`config.mk`:
```
export PLATFORM = sky130hd
export DESIGN_NAME = rle_runs_to_fill_rectangles_top_flat
export DESIGN_NICKNAME = d
export VERILOG_FILES = /design/src/rtl/rlerect_pkg.sv /design/src/rtl/rlerect_if.sv /design/src/rtl/rlerect_div.sv /design/src/rtl/rle_runs_to_fill_rectangles_top.sv /design/src/flat_wrapper.sv
export VERILOG_INCLUDE_DIRS = /design/src /design/src/rtl
export SDC_FILE = /design/constraint.sdc
export NUM_CORES = 1
export LEC_CHECK = 0
export BUFFER_PORTS_ARGS = -buffer_cell sky130_fd_sc_hd__buf_2
export CORE_MARGIN = 4
export CORE_UTILIZATION = 61
export DETAILED_ROUTE_END_ITERATION = 8
export GPL_TIMING_DRIVEN = 0
export PLACE_DENSITY = 0.81
export SLEW_MARGIN = 20
export SYNTH_ARGS = -nofsm -noshare
export SYNTH_HDL_FRONTEND = slang
export SYNTH_SLANG_ARGS = --single-unit
```
`constraint.sdc`:
```
create_clock -name clk -period 8.7 [get_ports clk]
set_input_delay 0 -clock clk [delete_from_list [all_inputs] [get_ports clk]]
set_output_delay 0 -clock clk [all_outputs]
set_load 0.02 [all_outputs]
```
`src/rtl/rle_runs_to_fill_rectangles_top_defines.svh`:
```
// ----------------------------------------------------------------------------
// Assertion macros for the run-length to fill-rectangle converter
// Shorthand for clocked implications used by the RTL assertions.
// ----------------------------------------------------------------------------
`ifndef RLE_RUNS_TO_FILL_RECTANGLES_TOP_DEFINES_SVH
`define RLE_RUNS_TO_FILL_RECTANGLES_TOP_DEFINES_SVH

// Same-cycle implication, checked outside reset.
`define RLERECT_ASSERT_NOW(label, clock, reset, ante, cons) \
  label: assert property (@(posedge clock) disable iff (reset) (ante) |-> (cons)) \
    else $error("rlerect assertion failed");

// Next-cycle implication, checked outside reset.
`define RLERECT_ASSERT_NEXT(label, clock, reset, ante, cons) \
  label: assert property (@(posedge clock) disable iff (reset) (ante) |=> (cons)) \
    else $error("rlerect assertion failed");

`endif

```
`src/rtl/rlerect_pkg.sv`:
```
// ----------------------------------------------------------------------------
// Run-length to fill-rectangle converter package
// Widths, register indexes, reset values and the divider handshake types.
// ----------------------------------------------------------------------------
`default_nettype none

package rlerect_pkg;

  localparam int TOTAL_W  = 32;
  localparam int COORD_W  = 16;
  localparam int COLOR_W  = 16;
  localparam int RUN_W    = 16;
  localparam int CFG_W    = 10;
  localparam int CFG_IDX_W = 2;
  localparam int DIV_CNT_W = $clog2(TOTAL_W);

  localparam logic [CFG_IDX_W-1:0] CFG_LINE_WIDTH = 2'd0;
  localparam logic [CFG_IDX_W-1:0] CFG_COL_BASE   = 2'd1;
  localparam logic [CFG_IDX_W-1:0] CFG_ROW_BASE   = 2'd2;

  localparam logic [CFG_W-1:0] LINE_WIDTH_RESET = 10'd480;

  typedef struct packed {
    logic               start;
    logic [TOTAL_W-1:0] dividend;
    logic [CFG_W-1:0]   divisor;
  } div_req_t;

  typedef struct packed {
    logic               done;
    logic [COORD_W-1:0] quot;
    logic [CFG_W-1:0]   rem;
  } div_res_t;

endpackage

`default_nettype wire

```
`src/rtl/rlerect_if.sv`:
```
// ----------------------------------------------------------------------------
// Run-length converter stream interfaces
// Valid/ready channels for run records in and fill rectangles out.
// ----------------------------------------------------------------------------
`default_nettype none

interface rlerect_run_if import rlerect_pkg::*; ();
  logic               valid;
  logic               ready;
  logic               start_image;
  logic [COLOR_W-1:0] pixel_color;
  logic [RUN_W-1:0]   run_length;

  modport source (output valid, start_image, pixel_color, run_length, input ready);
  modport sink (input valid, start_image, pixel_color, run_length, output ready);
endinterface

interface rlerect_rect_if import rlerect_pkg::*; ();
  logic               valid;
  logic               ready;
  logic [COORD_W-1:0] x_start;
  logic [COORD_W-1:0] y_start;
  logic [COORD_W-1:0] x_end;
  logic [COORD_W-1:0] y_end;
  logic [COLOR_W-1:0] fill_color;
  logic               last_rect;

  modport source (output valid, x_start, y_start, x_end, y_end, fill_color, last_rect,
                  input ready);
  modport sink (input valid, x_start, y_start, x_end, y_end, fill_color, last_rect,
                output ready);
endinterface

`default_nettype wire

```
`src/rtl/rlerect_div.sv`:
```
// ----------------------------------------------------------------------------
// Bit-serial divider
// Restoring division of the pixel total by the line width, one quotient bit
// per cycle; returns the low quotient bits and the remainder.
// ----------------------------------------------------------------------------
`default_nettype none

module rlerect_div import rlerect_pkg::*; (
  input  wire logic     clk,
  input  wire logic     rst,
  input  wire div_req_t req,
  output div_res_t      res
);

  logic [TOTAL_W-1:0]   dvd;
  logic [CFG_W-1:0]     dvs;
  logic [CFG_W-1:0]     rem;
  logic [COORD_W-1:0]   quot;
  logic [DIV_CNT_W-1:0] cnt;
  logic                 busy;
  logic                 done;

  logic [CFG_W:0] trial;
  logic           ge;
  logic [CFG_W:0] diff;

  always_comb begin
    trial = {rem, dvd[TOTAL_W-1]};
    ge    = (trial >= {1'b0, dvs});
    diff  = trial - {1'b0, dvs};
  end

  always_ff @(posedge clk) begin
    if (rst) begin
      busy <= 1'b0;
      done <= 1'b0;
      cnt  <= '0;
    end else begin
      done <= 1'b0;
      if (req.start) begin
        dvd  <= req.dividend;
        dvs  <= req.divisor;
        rem  <= '0;
        cnt  <= DIV_CNT_W'(TOTAL_W - 1);
        busy <= 1'b1;
      end else if (busy) begin
        dvd  <= {dvd[TOTAL_W-2:0], 1'b0};
        rem  <= ge ? diff[CFG_W-1:0] : trial[CFG_W-1:0];
        quot <= {quot[COORD_W-2:0], ge};
        if (cnt == '0) begin
          busy <= 1'b0;
          done <= 1'b1;
        end else begin
          cnt <= cnt - 1'b1;
        end
      end
    end
  end

  assign res.done = done;
  assign res.quot = quot;
  assign res.rem  = rem;

endmodule

`default_nettype wire

```
`src/rtl/rle_runs_to_fill_rectangles_top.sv`:
```
// ----------------------------------------------------------------------------
// Run-length to fill-rectangle converter
// Turns RGB565 run records into one to three inclusive fill rectangles each.
//
//   Channel | Direction | Payload
//   run     | sink      | start_image, pixel_color, run_length
//   rect    | source    | x_start, y_start, x_end, y_end, fill_color, last_rect
//   cfg     | write     | line_width, column base, row base
//
// Each run is taken in S_IDLE, then split in S_DIVIDE by the bit-serial divider, which
// divides the 32-bit pixel total into row and column, and then sent out one rectangle
// at a time in S_EMIT. A stalled rect channel holds the sequencer in place.
// Reset is synchronous; it clears the pixel total and position and loads
// the register reset values. A run is taken only while no run is in work.
// ----------------------------------------------------------------------------
`default_nettype none
`include "rle_runs_to_fill_rectangles_top_defines.svh"

module rle_runs_to_fill_rectangles_top import rlerect_pkg::*; (
  input  wire logic                 clk,
  input  wire logic                 rst,
  input  wire logic                 cfg_write,
  input  wire logic [CFG_IDX_W-1:0] cfg_index,
  input  wire logic [CFG_W-1:0]     cfg_data,
  rlerect_run_if.sink               run,
  rlerect_rect_if.source            rect
);

  typedef enum logic [1:0] {
    S_IDLE,
    S_DIVIDE,
    S_EMIT
  } state_t;

  state_t state;

  logic [CFG_W-1:0]   line_width;
  logic [CFG_W-1:0]   col_base;
  logic [CFG_W-1:0]   row_base;
  logic [TOTAL_W-1:0] total;
  logic [COORD_W-1:0] prev_col;
  logic [COORD_W-1:0] prev_row;
  logic [COORD_W-1:0] col;
  logic [COORD_W-1:0] row;
  logic [COORD_W-1:0] edge_col;
  logic [COLOR_W-1:0] color;
  logic [1:0]         k;

  logic               run_xfer;
  logic [CFG_W-1:0]   w_eff;
  logic [TOTAL_W-1:0] total_next;
  logic [1:0]         n_last;
  logic               is_last;
  logic               out_free;
  logic [COORD_W-1:0] r_xs;
  logic [COORD_W-1:0] r_ys;
  logic [COORD_W-1:0] r_xe;
  logic [COORD_W-1:0] r_ye;
  logic [COORD_W-1:0] xo16;

  div_req_t div_req;
  div_res_t div_res;

  assign run.ready = (state == S_IDLE);
  assign run_xfer  = run.valid && run.ready;
  assign w_eff     = (line_width == '0) ? CFG_W'(1) : line_width;
  assign xo16      = COORD_W'(col_base);
  assign out_free  = !rect.valid || rect.ready;

  always_comb begin
    total_next = (run.start_image ? '0 : total) + TOTAL_W'(run.run_length);
    div_req.start    = run_xfer;
    div_req.dividend = total_next;
    div_req.divisor  = w_eff;
  end

  rlerect_div u_div (
    .clk (clk),
    .rst (rst),
    .req (div_req),
    .res (div_res)
  );

  always_comb begin
    if (row > prev_row) begin
      if ({1'b0, row} > ({1'b0, prev_row} + 17'd1)) begin
        n_last = 2'd2;
      end else begin
        n_last = 2'd1;
      end
    end else begin
      n_last = 2'd0;
    end
    is_last = (k == n_last);
    if (is_last) begin
      r_xs = (n_last == 2'd0) ? prev_col : xo16;
      r_ys = (n_last == 2'd0) ? prev_row : row;
      r_xe = col;
      r_ye = row;
    end else if (k == 2'd0) begin
      r_xs = prev_col;
      r_ys = prev_row;
      r_xe = edge_col;
      r_ye = (n_last == 2'd1) ? row - 16'd1 : prev_row;
    end else begin
      r_xs = xo16;
      r_ys = prev_row + 16'd1;
      r_xe = edge_col;
      r_ye = row - 16'd1;
    end
  end

  always_ff @(posedge clk) begin
    if (rst) begin
      line_width <= LINE_WIDTH_RESET;
      col_base   <= '0;
      row_base   <= '0;
    end else if (cfg_write) begin
      case (cfg_index)
        CFG_LINE_WIDTH: line_width <= cfg_data;
        CFG_COL_BASE:   col_base   <= cfg_data;
        CFG_ROW_BASE:   row_base   <= cfg_data;
        default: ;
      endcase
    end
  end

  always_ff @(posedge clk) begin
    if (rst) begin
      state      <= S_IDLE;
      total      <= '0;
      prev_col   <= '0;
      prev_row   <= '0;
      k          <= '0;
      rect.valid <= 1'b0;
    end else begin
      if (rect.valid && rect.ready && state != S_EMIT) begin
        rect.valid <= 1'b0;
      end
      case (state)
        S_IDLE: begin
          if (run_xfer) begin
            total    <= total_next;
            color    <= run.pixel_color;
            edge_col <= COORD_W'(w_eff) - 16'd1 + xo16;
            if (run.start_image) begin
              prev_col <= xo16;
              prev_row <= COORD_W'(row_base);
            end
            state <= S_DIVIDE;
          end
        end
        S_DIVIDE: begin
          if (div_res.done) begin
            col   <= COORD_W'(div_res.rem) + xo16;
            row   <= div_res.quot + COORD_W'(row_base);
            k     <= '0;
            state <= S_EMIT;
          end
        end
        S_EMIT: begin
          if (out_free) begin
            rect.valid      <= 1'b1;
            rect.x_start    <= r_xs;
            rect.y_start    <= r_ys;
            rect.x_end      <= r_xe;
            rect.y_end      <= r_ye;
            rect.fill_color <= color;
            rect.last_rect  <= is_last;
            if (is_last) begin
              prev_col <= col;
              prev_row <= row;
              state    <= S_IDLE;
            end else begin
              k <= k + 2'd1;
            end
          end
        end
        default: state <= S_IDLE;
      endcase
    end
  end

  `RLERECT_ASSERT_NOW(a_done_in_divide, clk, rst, div_res.done, state == S_DIVIDE)
  `RLERECT_ASSERT_NOW(a_k_in_range, clk, rst, state == S_EMIT, k <= n_last)
  `RLERECT_ASSERT_NEXT(a_xfer_starts_div, clk, rst, run_xfer, state == S_DIVIDE)
  `RLERECT_ASSERT_NEXT(a_last_ends_run, clk, rst,
                       state == S_EMIT && out_free && is_last, state == S_IDLE && rect.last_rect)

endmodule

`default_nettype wire

```
`src/flat_wrapper.sv`:
```
// flat-port wrapper written by rule: the top's interface ports become plain ports
module rle_runs_to_fill_rectangles_top_flat import rlerect_pkg::*;
  (clk, rst, cfg_write, cfg_index, cfg_data, run_valid, run_start_image, run_pixel_color, run_run_length, run_ready, rect_valid, rect_x_start, rect_y_start, rect_x_end, rect_y_end, rect_fill_color, rect_last_rect, rect_ready);
  rlerect_run_if run_i ();
  rlerect_rect_if rect_i ();
  input  wire logic clk;
  input  wire logic rst;
  input  wire logic cfg_write;
  input  wire logic [CFG_IDX_W-1:0] cfg_index;
  input  wire logic [CFG_W-1:0] cfg_data;
  input wire logic [$bits(run_i.valid)-1:0] run_valid;
  input wire logic [$bits(run_i.start_image)-1:0] run_start_image;
  input wire logic [$bits(run_i.pixel_color)-1:0] run_pixel_color;
  input wire logic [$bits(run_i.run_length)-1:0] run_run_length;
  output wire logic [$bits(run_i.ready)-1:0] run_ready;
  output wire logic [$bits(rect_i.valid)-1:0] rect_valid;
  output wire logic [$bits(rect_i.x_start)-1:0] rect_x_start;
  output wire logic [$bits(rect_i.y_start)-1:0] rect_y_start;
  output wire logic [$bits(rect_i.x_end)-1:0] rect_x_end;
  output wire logic [$bits(rect_i.y_end)-1:0] rect_y_end;
  output wire logic [$bits(rect_i.fill_color)-1:0] rect_fill_color;
  output wire logic [$bits(rect_i.last_rect)-1:0] rect_last_rect;
  input wire logic [$bits(rect_i.ready)-1:0] rect_ready;
  assign run_i.valid = run_valid;
  assign run_i.start_image = run_start_image;
  assign run_i.pixel_color = run_pixel_color;
  assign run_i.run_length = run_run_length;
  assign run_ready = run_i.ready;
  assign rect_valid = rect_i.valid;
  assign rect_x_start = rect_i.x_start;
  assign rect_y_start = rect_i.y_start;
  assign rect_x_end = rect_i.x_end;
  assign rect_y_end = rect_i.y_end;
  assign rect_fill_color = rect_i.fill_color;
  assign rect_last_rect = rect_i.last_rect;
  assign rect_i.ready = rect_ready;
  rle_runs_to_fill_rectangles_top u_core (.clk(clk), .rst(rst), .cfg_write(cfg_write), .cfg_index(cfg_index), .cfg_data(cfg_data), .run(run_i), .rect(rect_i));
endmodule
```
==> flow_summary_export.csv <==
group,metric,value,unit
outcome,status,"complete, no violations",
final_layout,flow.area_growth_from_synthesis,16.6,%
power,vdd_ir_drop_max,0.000176,V
sta,hold_viol_final,0,
hold_path,hp-start,"run_run_length[6]",
logic_synthesis,synthDominantAreaCellType,"sky130_fd_sc_hd__edfxtp_1",
final_layout,finish.cell_count_without_fillers,2137,
worst_setup_path,crit_path_max_incr_delay,750,ps
logic_synthesis,netlist_top_cells_area,"sky130_fd_sc_hd__edfxtp_1 38%, sky130_fd_sc_hd__dfxtp_1 12%, sky130_fd_sc_hd__ha_1 7.2%, sky130_fd_sc_hd__nand2_1 4.3%, sky130_fd_sc_hd__xnor2_1 3.4%",
sta,slew_headroom,41.3,%
sta,rsz0062_at_grt,"no",
job,max_cap_violations,0,
power,post-layout-total-power,3.40,mW
floorplanning,placement_rows,59,
sta,setup_skew,15.8,ps
global_route,number_of_global_route_vias_before_repair,13039,
global_route,pin_count_of_the_biggest_net_entering_global_routing,28,
logic_synthesis,dominantRegCellSynth,"sky130_fd_sc_hd__edfxtp_1",
logic_synthesis,post_synth_instance_area,16200,µm²
final_layout,layout.filler_cells,1711,
logic_synthesis,synth-async-reset-ratio,0,%
detailed_routing,drc_errors_left,0,
worst_setup_path,critical_path.n_buffers_inverters,2,
detailed_routing,route.antenna.remaining_nets,0,
detailed_routing,drtIter0Drc,1477,
sta,hold_ws,23.1,ps
clocking,clkTransAtPathRegs,70,ps
worst_setup_path,reg2reg_to,"u_core.rect.y_end[9]",
detailed_routing,drt-wirelength-per-cell,19.9,µm
worst_setup_path,r2r_slack,3730,ps
clocking,post-cts-setup-buffers,0,
worst_setup_path,worstReg2RegStart,"u_core.prev_row[0]",
clocking,clockRootBuffer,"sky130_fd_sc_hd__clkbuf_16",
clocking,cts_max_level,1,
sta,setup_tns,0,ps
sta,final-setup-viol-count,0,
worst_setup_path,critical-path-top-delay-family,"simple AND/OR/NAND/NOR gates",
clocking,cts.sink_count,304,
placement,placedCellCount,2037,
clocking,clk-insertion-delay-late,580,ps
worst_setup_path,worstPathRequired,9030,ps
global_route,antenna_found_initial,0,
power,static-leakage-power,7.43,nW
worst_setup_path,worst_setup_path_start_kind,"flip-flop",
worst_setup_path,setup.worst_path.class,"flip-flop to flip-flop",
detailed_routing,via_count,13216,
logic_synthesis,synth_sequential_area_ratio,50.0,%
clocking,cts_made_buffers,31,
detailed_routing,drt_wl_total,42600,µm
detailed_routing,post_drt_via_cell_ratio,6.18,
detailed_routing,drt_pass1_iterations,6,
clocking,ctsLongestPathBuffers,3,
floorplanning,die_boundary_width,171,µm
global_route,grt_remaining_overflow,0,
global_route,wire_length_of_the_first_global_routing_pass,67200,µm
sta,min_period_over_period,57.1,%
worst_setup_path,cp_data_arrival_time,5300,ps
worst_setup_path,slowest_cell_on_the_critical_path,"sky130_fd_sc_hd__nor4_1",
sta,post-route-min-period,4970,ps
logic_synthesis,postSynthRegisterBits,304,
global_route,groute.usage.overall,28.5,%
logic_synthesis,post_synth_inst_count,1561,
logic_synthesis,synth_warnings,0,
worst_setup_path,endpoint_kind,"flip-flop",
worst_setup_path,worst-r2r-cell-count,17,
worst_setup_path,crit_chain,"ha_1, and3_4, nand3_4, nor4_1, nand4_1, xnor2_1, ha_1, nand3_1, nor3_1, nand2_1, and3_1, o211ai_2, and3_4, buf_2, buf_4, o21ai_0, o2bb2ai_1",
placement,estimated_wirelength_of_the_detail_placed_design,29700,µm
floorplanning,initial_utilization,62.1,%
hold_path,hold_end,"u_core.total[6]",
logic_synthesis,yosysTopAreaCellShare,37.5,%
logic_synthesis,synth.lib_cells_used.distinct,82,
floorplanning,dieArea,29300,µm²
worst_setup_path,peak_fanout_along_the_critical_path,10,
logic_synthesis,synth_edf_count,203,
placement,placement.io_buffers,127,
sta,worstMarginPinSlew,873,ps
sta,final_max_slew_viol_count,0,
placement,finalWeightedCongestion,0.942,
floorplanning,chipHeight,171,µm
final_layout,final_layout_size_suffix_gt1_share,14.5,%
power,power.density_cell_area,179,nW/µm²
final_layout,fin_nets,1925,
floorplanning,floorplan_core_area,26100,µm²
hold_path,hold_path_class,"input pin to flip-flop",
sta,clock.fmax,201,MHz
clocking,tritoncts,"yes",
logic_synthesis,synth_area_per_cell,10.4,µm²
hold_path,holdPathStages,5,
floorplanning,top_level_pins,133,
[placed cells by master (no fill, tap or decap), types with 11 or more instances in the layout]
| master | count |
|---|---|
| sky130_fd_sc_hd__buf_2 | 140 |
| sky130_fd_sc_hd__a31oi_1 | 11 |
| sky130_fd_sc_hd__clkbuf_1 | 63 |
| sky130_fd_sc_hd__mux2i_1 | 37 |
| sky130_fd_sc_hd__a221o_1 | 14 |
| sky130_fd_sc_hd__a21oi_1 | 82 |
| sky130_fd_sc_hd__nor2b_1 | 41 |
| sky130_fd_sc_hd__dlygate4sd3_1 | 41 |
| sky130_fd_sc_hd__and2_1 | 17 |
| sky130_fd_sc_hd__clkbuf_16 | 31 |
| sky130_fd_sc_hd__nor3_1 | 36 |
| sky130_fd_sc_hd__nand4_1 | 15 |
| sky130_fd_sc_hd__nand2_1 | 186 |
| sky130_fd_sc_hd__a311oi_1 | 20 |
| sky130_fd_sc_hd__a21o_1 | 19 |
| sky130_fd_sc_hd__o21ai_0 | 81 |
| sky130_fd_sc_hd__mux2_2 | 16 |
| sky130_fd_sc_hd__edfxtp_1 | 203 |
| sky130_fd_sc_hd__ha_1 | 94 |
| sky130_fd_sc_hd__nand3_1 | 35 |
| sky130_fd_sc_hd__o2bb2ai_1 | 12 |
| sky130_fd_sc_hd__xnor2_1 | 63 |
| sky130_fd_sc_hd__inv_1 | 71 |
| sky130_fd_sc_hd__xor2_1 | 19 |
| sky130_fd_sc_hd__or3_1 | 14 |
| sky130_fd_sc_hd__nor2_1 | 108 |
| sky130_fd_sc_hd__buf_4 | 15 |
| sky130_fd_sc_hd__a211oi_1 | 17 |
| sky130_fd_sc_hd__dfxtp_1 | 101 |
[sequential cells by signal, indices dropped and copies added, names as in the netlist, 16 cells and up]
signal	cells
u_core.u_div.quot	16
u_core.rect.y_end	16
u_core.prev_row	16
u_core.color	16
u_core.row	16
u_core.total	32
u_core.rect.fill_color	16
u_core.rect.x_end	16
u_core.u_div.dvd	32
u_core.rect.y_start	16
u_core.edge_col	16
[power by group]
part | total [mW] | internal (mW) | switching (mW)
clock network | 1.39 | 0.811 | 0.580
registers | 1.64 | 1.60 | 0.0355
logic | 0.369 | 0.152 | 0.216
total | 3.40 | 2.56 | 0.832
[metal layers]
layer / GRT usage (%) / part of all wire (%) / up-vias
met4: 10.6 / 3.6 / 0
met1: 36.9 / 39 / 6260
met3: 4.69 / 8.7 / 119
li1: - / - / 6117
met2: 48.6 / 48 / 720
met5: 0 / 0 / -
[cell usage after synthesis, drive strengths merged, types with 6 or more instances]
library cell and count:
o21a 7, inv 72, a211oi 17, mux2 19, a221o 14, ha 94, nand2b 9, nand2 186
o21bai 7, mux2i 37, a311oi 20, a32o 7, a21o 19, a211o 8, xnor2 63, a31oi 11
buf 28, nand4 16, o2bb2ai 12, nor3 37, a21oi 83, clkbuf 58, a22oi 6, o211ai 11
nor2b 41, nand3 37, edfxtp 203, nand3b 8, o21ai 83, dfxtp 101, nor4 12, or3 15
and2 17, nor2 113, and3 12, xor2 19
[worst register-to-register path: stages (launching register included)]
cell and delay (ps):
sky130_fd_sc_hd__dfxtp_1 490, sky130_fd_sc_hd__ha_1 290, sky130_fd_sc_hd__and3_4 260, sky130_fd_sc_hd__nand3_4 130
sky130_fd_sc_hd__nor4_1 750, sky130_fd_sc_hd__nand4_1 230, sky130_fd_sc_hd__xnor2_1 210, sky130_fd_sc_hd__ha_1 350
sky130_fd_sc_hd__nand3_1 130, sky130_fd_sc_hd__nor3_1 190, sky130_fd_sc_hd__nand2_1 60, sky130_fd_sc_hd__and3_1 230
sky130_fd_sc_hd__o211ai_2 350, sky130_fd_sc_hd__and3_4 260, sky130_fd_sc_hd__buf_2 270, sky130_fd_sc_hd__buf_4 260
sky130_fd_sc_hd__o21ai_0 120, sky130_fd_sc_hd__o2bb2ai_1 160
[cell type report]
cell class / instances / area (µm²) / area share [%]
clock buffers: 40 / 850 / 4.49
clock inverters: 18 / 215 / 1.14
flip-flops and latches: 304 / 8120 / 42.9
plain buffers: 86 / 403 / 2.13
well taps: 335 / 419 / 2.21
repair buffers: 178 / 1160 / 6.15
inverters: 72 / 273 / 1.44
diodes: 1 / 2.50 / 0.0132
multi-input cells: 1103 / 7490 / 39.6
[per-stage QoR]
stage | worst slack (ps) | area [µm²] | util, %
2_1_floorplan | 1970 | 16300 | -
3_3_place_gp | 8.27 | 17300 | 66.2
3_5_place_dp | 3790 | 17500 | 66.8
4_1_cts | 3770 | 18900 | 72.4
5_1_grt | 3370 | 18900 | 72.4
6_report | 3730 | 18900 | 72.5
[how the worst max path moves through the flow]
stage,start,to,cells past startpoint
4_1_cts,u_core.prev_row[0],u_core.rect.y_end[9],17
6_report,u_core.prev_row[0],u_core.rect.y_end[9],17
5_1_grt,u_core.prev_row[0],u_core.rect.y_end[9],17
3_3_place_gp,u_core.state[0],u_core.prev_row[15],3
3_5_place_dp,u_core.prev_row[0],u_core.rect.y_end[9],17
2_1_floorplan,u_core.state[0],u_core.prev_col[10],3
[cell families (layout without fill, tap and decap cells)]
logic type               count (synthesis)  after routing  synth area share, %
AO/OA/AOI/OAI                          335            335                 13.9
XOR/XNOR                                82             82                 4.42
adder cells (fa/ha/maj)                 99             99                 7.86
buffers and inverters                  158            394                 4.16
flip-flops                             304            304                 50.0
multiplexers                            56             56                 3.67
other                                    1              6               0.0231
AND/OR/NAND/NOR                        526            526                 16.0
[what timing repair did]
item / 4_1_cts / 5_1_grt
hold buffers: 41 / 0
hold endpoints to repair: 64 / 0
gates resized for setup: 0 / 0
Note: power is estimated with default switching activity, not from simulation.
